**src/rtl/cicgd_pkg.sv**
```systemverilog
// Package for the cloud-in-cell grid deposit block.
// Holds grid constants, the controller command and status structs and state codes.
// It depends on nothing.
package cicgd_pkg;

  localparam int GRID_SIZE = 64;
  localparam int FRAC_BITS = 16;
  localparam int POS_W = 22;
  localparam int INT_W = POS_W - FRAC_BITS;
  localparam int IDX_W = $clog2(GRID_SIZE);
  localparam longint GRID_CELLS = longint'(GRID_SIZE) * GRID_SIZE * GRID_SIZE;
  localparam int ADDR_W = $clog2(GRID_CELLS);
  localparam int CELL_W = 32;
  localparam int PW_W = 32;
  localparam int F_W = FRAC_BITS + 1;
  localparam int W_W = 33;
  localparam int SUM_W = 34;
  localparam logic [CELL_W-1:0] CELL_MINUS_ONE = 32'hFFFF_0000;
  localparam logic [PW_W-1:0] WEIGHT_ONE = 32'h0001_0000;

  typedef enum logic [7:0] {
    ST_CLEAR = 8'b0000_0001,
    ST_IDLE  = 8'b0000_0010,
    ST_WY    = 8'b0000_0100,
    ST_WXY   = 8'b0000_1000,
    ST_WZ    = 8'b0001_0000,
    ST_UPD   = 8'b0010_0000,
    ST_RD    = 8'b0100_0000,
    ST_RDOUT = 8'b1000_0000
  } state_t;

  typedef struct packed {
    logic       clear_wr;
    logic       load;
    logic       mul_y;
    logic       mul_xy;
    logic       mul_z;
    logic       upd;
    logic       rd_issue;
    logic       out_rd;
    logic       out_dep;
    logic [2:0] corner;
  } cmd_t;

  typedef struct packed {
    logic clear_last;
    logic op_read;
  } status_t;

endpackage

```
**src/rtl/cicgd_ctrl.sv**
```systemverilog
// Controller state machine for the cloud-in-cell grid deposit block.
// Sequences the clearing pass, the eight corner updates and reads; uses cicgd_pkg.
module cicgd_ctrl (
  input  logic              clk,
  input  logic              rst,
  input  logic              start,
  input  cicgd_pkg::status_t status,
  output cicgd_pkg::cmd_t   cmd,
  output logic              busy
);
  import cicgd_pkg::*;

  state_t     state, state_next;
  logic [2:0] corner, corner_next;

  always_ff @(posedge clk) begin
    if (rst) begin
      state <= ST_CLEAR;
      corner <= 3'd0;
    end else begin
      state <= state_next;
      corner <= corner_next;
    end
  end

  always_comb begin
    state_next = state;
    corner_next = corner;
    cmd = '0;
    cmd.corner = corner;
    case (state)
      ST_CLEAR: begin
        cmd.clear_wr = 1'b1;
        if (status.clear_last) state_next = ST_IDLE;
      end
      ST_IDLE: begin
        if (start) begin
          cmd.load = 1'b1;
          corner_next = 3'd0;
          state_next = status.op_read ? ST_RD : ST_WY;
        end
      end
      ST_WY: begin
        cmd.mul_y = 1'b1;
        state_next = ST_WXY;
      end
      ST_WXY: begin
        cmd.mul_xy = 1'b1;
        state_next = ST_WZ;
      end
      ST_WZ: begin
        cmd.mul_z = 1'b1;
        state_next = ST_UPD;
      end
      ST_UPD: begin
        cmd.upd = 1'b1;
        corner_next = corner + 3'd1;
        if (corner == 3'd7) begin
          cmd.out_dep = 1'b1;
          state_next = ST_IDLE;
        end else if (!corner[0]) begin
          state_next = ST_WZ;
        end else begin
          state_next = ST_WY;
        end
      end
      ST_RD: begin
        cmd.rd_issue = 1'b1;
        state_next = ST_RDOUT;
      end
      ST_RDOUT: begin
        cmd.out_rd = 1'b1;
        state_next = ST_IDLE;
      end
      default: begin
        state_next = ST_IDLE;
      end
    endcase
  end

  assign busy = (state != ST_IDLE);

endmodule

```
**config.mk**
```make
export PLATFORM = sky130hd
export DESIGN_NAME = cicgd_ctrl
export DESIGN_NICKNAME = d
export VERILOG_FILES = /design/src/rtl/cicgd_pkg.sv /design/src/rtl/cicgd_ctrl.sv
export SDC_FILE = /design/constraint.sdc
export NUM_CORES = 1
export LEC_CHECK = 0
export ABC_AREA = 1
export BUFFER_PORTS_ARGS = -buffer_cell sky130_fd_sc_hd__buf_2
export CAP_MARGIN = 20
export CORE_UTILIZATION = 50
export CTS_CLUSTER_DIAMETER = 60
export CTS_CLUSTER_SIZE = 8
export DETAILED_ROUTE_END_ITERATION = 8
export PLACE_DENSITY_LB_ADDON = 0.25
export SLEW_MARGIN = 20
export SYNTH_ARGS = -nofsm -noshare
export SYNTH_HDL_FRONTEND = slang
export SYNTH_SLANG_ARGS = --single-unit
export TNS_END_PERCENT = 30
```
**constraint.sdc**
```tcl
create_clock -name clk -period 1.45 [get_ports clk]
set_clock_uncertainty 0.1 [all_clocks]
set_input_delay 0.145 -clock clk [delete_from_list [all_inputs] [get_ports clk]]
set_output_delay 0.145 -clock clk [all_outputs]
set_load 0.03 [all_outputs]
```
==> results of run 1 <==
-- flip-flops by register name, indices dropped and copies added (netlist names) --
name,cells
corner,3
state,8
-- logic make-up (layout without fill, tap and decap cells) --
logic type                 count (synthesis)  in the layout  share of synthesized area (%)
and+or+nand+nor                           50             50                           49.2
buffers and inverters                     20             50                           10.9
DFF                                       11             11                           31.0
AOI/OAI and AO/OA                          6              6                           5.29
adders and majority gates                  2              2                           3.53
-- per-stage QoR --
stage	TNS, ps	setup slack [ps]
finish	-408	-77.2
global route	-1200	-147
CTS	-421	-84.5
detailed placement	0	60.9
global placement	0	65.7
floorplan	-31.5	-21.6
-- routing by layer --
layer,up-vias,part of all wire (%),wire length [um],GRT usage [%]
li1,336,-,-,-
met1,300,40,682,27.8
met2,23,53,905,46.3
met3,4,5.0,86,8.52
met4,0,2.1,36,12.9
met5,-,0,0,0
-- power by group --
| group | internal (W) | switching (W) | total [W] |
|---|---|---|---|
| sequential | 0.000307 | 0.00000978 | 0.000316 |
| combinational | 0.0000575 | 0.0000938 | 0.000151 |
| clock | 0.000107 | 0.000110 | 0.000217 |
| total | 0.000471 | 0.000214 | 0.000685 |
-- layout make-up --
type	count	area (um2)
clock buffers	4	26.3
fillers	88	284
inverters	20	77.6
multi-input cells	58	464
flip-flops and latches	11	234
well taps	15	18.8
repair buffers	26	213
-- cells in the final DEF, fill, tap and decap left out, types with 2 or more instances in the layout --
cell / Yosys / layout
dfxtp_2: 0 / 5
nor2_2: 5 / 2
nor2_4: 5 / 9
buf_6: 0 / 10
buf_4: 0 / 8
clkbuf_4: 0 / 3
nor2_8: 2 / 2
nor2_1: 8 / 7
buf_2: 0 / 8
inv_1: 17 / 12
a21oi_1: 4 / 4
ha_1: 2 / 2
nand2_4: 4 / 6
nand3_1: 7 / 7
inv_2: 2 / 7
dfxtp_1: 11 / 4
nand3_2: 3 / 3
nand2_2: 4 / 4
dfxtp_4: 0 / 2
nand2_1: 9 / 7
-- timing repair --
item                       in CTS  in global routing
resized for setup              30                 13
pin swaps                       9                  5
buffers inserted                6                  2
setup endpoints to repair      10                 15
-- worst paths after layout --
check / slack (ps) / cells after the start / endpoint / startpoint
hold / removal: 9 / 2 / corner[2] / rst
setup reg to reg: 20 / 6 / state[2] / state[7]
hold reg to reg: 400 / 2 / corner[2] / corner[2]
setup / recovery: -80 / 6 / cmd[3] / state[7]
==> flow_metrics.py, run 1 <==
metrics = {
    "yosys": {
        "synth_top_area_share_pct": 31.0,
        "synthTopCellsByCount": "17 x inv_1, 11 x dfxtp_1, 9 x nand2_1, 8 x nor2_1, 7 x nand3_1",
        "synth.most_common_cell": "inv_1",
        "yosysSeqAreaShare_pct": 31.0,
        "syn_nets": 96,
        "syn-instance-count": 89,
        "synth_ff_type": "dfxtp_1",
        "synthTopCellsByArea": "dfxtp_1 31%, inv_1 9.0%, nor2_4 7.9%",
        "synth_edf_count": 0,
        "ys_ff_latch": 11,
        "synth_warnings": 0,
        "syn_area_um2": 709,
        "ys_types": 20,
        "postSynth.asyncResetShare_pct": 0,
        "yosysTopAreaCell": "dfxtp_1",
        "syn_avg_cell_area_um2": 7.97,
    },
    "clock_tree": {
        "htree_levels": 1,
        "clk_pin_slew_ps": 80,
        "cts_tree": "done",
        "cts-buffers-inserted": 3,
        "clock_path_buffers": 2,
        "cts_sinks": 11,
        "clockRootBuffer": "clkbuf_4",
        "clk_latency_ps": 270,
        "holdBufCountCts": 0,
    },
    "floorplan": {
        "die_area_um2": 1570,
        "rows": 13,
        "core_region_area_um2": 1320,
        "die_h_um": 39.7,
        "io_pins": 18,
        "chipWidth_um": 39.7,
        "floorplan.initialDensity_pct": 53.8,
    },
    "finish": {
        "fin_cells": 134,
        "layout-drive-gt1-share_pct": 61.3,
        "antenna_cells": 0,
        "design_area_um2": 1030,
        "final_core_util_pct": 78.4,
        "fin_nets": 127,
        "syn_to_final_growth_pct": 45.7,
    },
    "setup_path": {
        "crit_chain": "nor2_4 -> nand2_2 -> nor2_8 -> nand2_2 -> inv_2 -> buf_6",
        "cp_slowest_cell": "dfxtp_1",
        "crit_path_start_kind": "flop",
        "crit_required_ps": 1210,
        "cp_common_cell": "nand2_2",
        "critPathCaptureType": "primary output",
        "critical_path_class": "reg -> out",
        "cp.arrival_ps": 1280,
        "worstPathMaxFanout": 4,
        "critPathMaxStageDelay_ps": 340,
        "path_buf_inv": 2,
        "path_delay_family": "simple AND/OR/NAND/NOR gates",
    },
    "timing": {
        "fin_ws_ps": -77.2,
        "period_minus_slack_ps": 1530,
        "maxClockFrequency_ghz": 0.655,
        "finalMaxSlewViolations": 0,
        "period_share_pct": 105,
        "rsz0062_at_grt": "yes",
        "holdWs_ps": 8.98,
        "relSlewSlack_pct": 85.3,
        "worst_slew_pin_slew_ps": 219,
        "setup_viol": 8,
        "finalHoldViolCount": 0,
    },
    "drt": {
        "viasPerCell": 4.95,
        "wl_mm": 1.71,
        "wire_per_inst_um": 12.8,
        "drt-initial-drc-count": 26,
        "vias": 663,
        "drtAntennaViolNets": 0,
        "dr.pass1.iters": 4,
        "drc": 0,
    },
    "global_route": {
        "grt_max_degree": 7,
        "grt_usage_pct": 26.4,
        "grt-ovfl-total": 0,
        "grt_pass1_vias": 631,
        "antenna_found_initial": 0,
        "grt_pass1_wl_mm": 2.59,
    },
    "outcome": {
        "status": "finished, violations left",
        "violations": "setup timing",
    },
    "power": {
        "p_leak_nw": 0.533,
        "powerDensity_nw_per_um2": 663,
        "p_total_w": 0.000685,
        "ir_drop_v": 0.000473,
    },
    "job": {
        "drv_cap": 0,
    },
    "placed_design": {
        "gp_congestion": 0.752,
        "dp_hpwl_mm": 1.10,
        "dp_cells": 122,
        "place_area_um2": 827,
        "portBuffers": 17,
    },
    "worst_hold_path": {
        "min_path_type": "in -> reg",
    },
}
No activity file was read; power rests on OpenSTA's default activity.
==> run 2: changes to the inputs <==
Settings changed: ABC_AREA 1 to unset, CAP_MARGIN 20 to 0, CORE_AREA set to 2 2 39 41, CORE_UTILIZATION 50 to unset, DIE_AREA set to 0 0 41 43.
==> flow_metrics.py, run 2 <==
metrics = {
    "finish": {
        "multi_input_area_um2": 424,
        "largest_register_ffs": 8,
        "most-common-layout-cells": "23 x buf_4, 9 x buf_2, 8 x dfxtp_1",
        "top_regs": "state: 8 flops, corner: 3 flops",
        "antenna_cells": 0,
        "final_common_cell": "buf_4",
        "final_core_util_pct": 74.6,
        "fin_nets": 120,
        "layout-drive-gt1-share_pct": 58.0,
        "syn_to_final_growth_pct": 68.0,
        "fill_cells": 101,
        "seq_area_um2": 229,
        "regMostFlops": "state",
        "design_area_um2": 1030,
    },
    "drt": {
        "wire_per_inst_um": 13.2,
        "viasPerCell": 5.13,
        "vias": 656,
        "wl_mm": 1.69,
        "drc": 0,
        "drtAntennaViolNets": 0,
        "drt-initial-drc-count": 8,
        "dr.pass1.iters": 4,
    },
    "timing": {
        "period_minus_slack_ps": 1780,
        "setup_viol": 20,
        "relSlewSlack_pct": 79.8,
        "maxClockFrequency_ghz": 0.561,
        "fin_ws_ps": -333,
        "finalHoldViolCount": 0,
        "period_share_pct": 123,
        "rsz0062_at_grt": "yes",
        "worst_slew_pin_slew_ps": 301,
        "finalMaxSlewViolations": 0,
        "holdWs_ps": 51.1,
    },
    "outcome": {
        "violations": "setup timing",
        "status": "finished, violations left",
    },
    "yosys": {
        "yosysSeqAreaShare_pct": 35.8,
        "synth_edf_count": 0,
        "synthTopCellsByCount": "11 x dfxtp_1, 8 x inv_1, 7 x nand3_1, 7 x nor2_1, 5 x nand2_1",
        "yosysTopAreaCell": "dfxtp_1",
        "ys_types": 27,
        "synth.most_common_cell": "dfxtp_1",
        "postSynth.asyncResetShare_pct": 0,
        "synth_ff_type": "dfxtp_1",
        "syn_avg_cell_area_um2": 8.78,
        "syn-instance-count": 70,
        "ys_ff_latch": 11,
        "syn_nets": 77,
        "synth_warnings": 0,
        "syn_area_um2": 614,
        "synthTopCellsByArea": "dfxtp_1 36%, nand3_1 5.7%, inv_1 4.9%",
        "synth_top_area_share_pct": 35.8,
    },
    "floorplan": {
        "rows": 14,
        "io_pins": 18,
        "core_region_area_um2": 1380,
        "die_h_um": 43,
        "die_area_um2": 1760,
        "chipWidth_um": 41,
        "floorplan.initialDensity_pct": 44.4,
    },
    "clock_tree": {
        "clk_pin_slew_ps": 70,
        "cts-buffers-inserted": 3,
        "cts_tree": "done",
        "clock_path_buffers": 2,
        "htree_levels": 1,
        "cts_sinks": 11,
        "clk_latency_ps": 270,
        "clockRootBuffer": "clkbuf_4",
    },
    "setup_path": {
        "cp.arrival_ps": 1540,
        "rr_worst_depth": 6,
        "r2r_end": "state[2]",
        "crit_path_start_kind": "flop",
        "reg2reg_from": "state[3]",
        "crit_required_ps": 1210,
        "critPathCaptureType": "primary output",
        "critical_path_class": "reg -> out",
        "ff2ff_setup_slack_ps": -150,
        "worstPathMaxFanout": 4,
    },
    "power": {
        "seqPwrFrac_pct": 48.1,
        "pwr-share-clk_pct": 31.7,
        "power_frac_comb_pct": 20.1,
        "swShare_pct": 28.0,
        "intPower_w": 0.000478,
        "powerDensity_nw_per_um2": 643,
        "ir_drop_v": 0.000629,
        "p_leak_nw": 0.457,
        "power.switching_w": 0.000186,
    },
    "global_route": {
        "grt_pass1_vias": 608,
        "antenna_found_initial": 0,
        "grt-ovfl-total": 0,
        "grt_usage_pct": 21.6,
        "grt_max_degree": 9,
        "grt_pass1_wl_mm": 2.60,
    },
    "placed_design": {
        "dp_hpwl_mm": 1.14,
        "portBuffers": 17,
        "place_area_um2": 830,
        "gp_congestion": 0.817,
    },
    "worst_hold_path": {
        "hold_depth": 2,
        "min_to": "state[6]",
        "min_path_type": "in -> reg",
        "min_from": "status[0]",
    },
    "job": {
        "drv_cap": 0,
    },
}
-- run 2: worst max-delay path by stage --
stage                   from        to  slack [ps]  cells past startpoint
floorplan           state[3]  state[1]         -80                      4
global route        state[3]    cmd[3]        -370                      7
detailed placement  state[0]    cmd[3]        -190                      6
finish              state[3]    cmd[3]        -330                      7
global placement    state[0]    cmd[3]        -150                      6
CTS                 state[0]    cmd[3]        -360                      6
-- run 2: power by group through the flow --
stage	combinational [W]	clock [W]	sequential (W)
2_1_floorplan	0.0000681	0	0.000326
3_3_place_gp	0.0000992	0	0.000327
3_5_place_dp	0.000101	0	0.000328
4_1_cts	0.000120	0.000219	0.000320
5_1_grt	0.000143	0.000236	0.000320
6_report	0.000134	0.000210	0.000319
-- run 2: kinds of logic (layout without fill, tap and decap cells) --
group | Yosys count | after routing | synth area share, %
XOR/XNOR | 2 | 2 | 2.85
AND/OR/NAND/NOR | 35 | 35 | 39.1
buffers and inverters | 9 | 51 | 5.50
adder cells (fa/ha/maj) | 2 | 2 | 4.07
AO/OA/AOI/OAI | 11 | 11 | 12.6
flip-flops | 11 | 11 | 35.8
-- run 2: metal layers --
layer	up-vias	GRT usage, %	share of wire [%]
li1	333	-	-
met1	300	29.4	46
met2	23	33.1	49
met3	0	3.14	5.6
met4	0	8.00	0
met5	-	0	0
-- run 2: final cells by class --
cell class / count / area share, %
Clock buffer: 4 / 2.55
Inverter: 8 / 3.52
Multi-Input combinational cell: 50 / 41.1
Sequential cell: 11 / 22.2
Tap cell: 16 / 1.94
Timing Repair Buffer: 39 / 28.7
-- run 2: critical path, cell delays in order, from the launching register on --
cell and delay [ps]:
dfxtp_4 360, nor4_4 250, buf_4 180, nand4b_4 110, clkinvlp_4 110, nand2_2 80, inv_4 60, buf_6 120
-- run 2: per-stage QoR --
| step | cells | setup slack, ps | TNS (ps) | power (W) |
|---|---|---|---|---|
| 4_1_cts | 124 | -355 | -3570 | 0.000659 |
| 3_5_place_dp | 115 | -188 | -980 | 0.000428 |
| 3_3_place_gp | 115 | -147 | -599 | 0.000426 |
| 6_report | 128 | -333 | -3380 | 0.000664 |
| 5_1_grt | 128 | -373 | -4500 | 0.000699 |
| 2_1_floorplan | 70 | -83.1 | -261 | 0.000395 |
-- run 2: timing repair --
action	4_1_cts	5_1_grt
buffers inserted	5	4
gates cloned	0	0
endpoints found under the setup margin	18	21
hold buffers	0	0
resized for setup	17	15
pin swaps	8	8
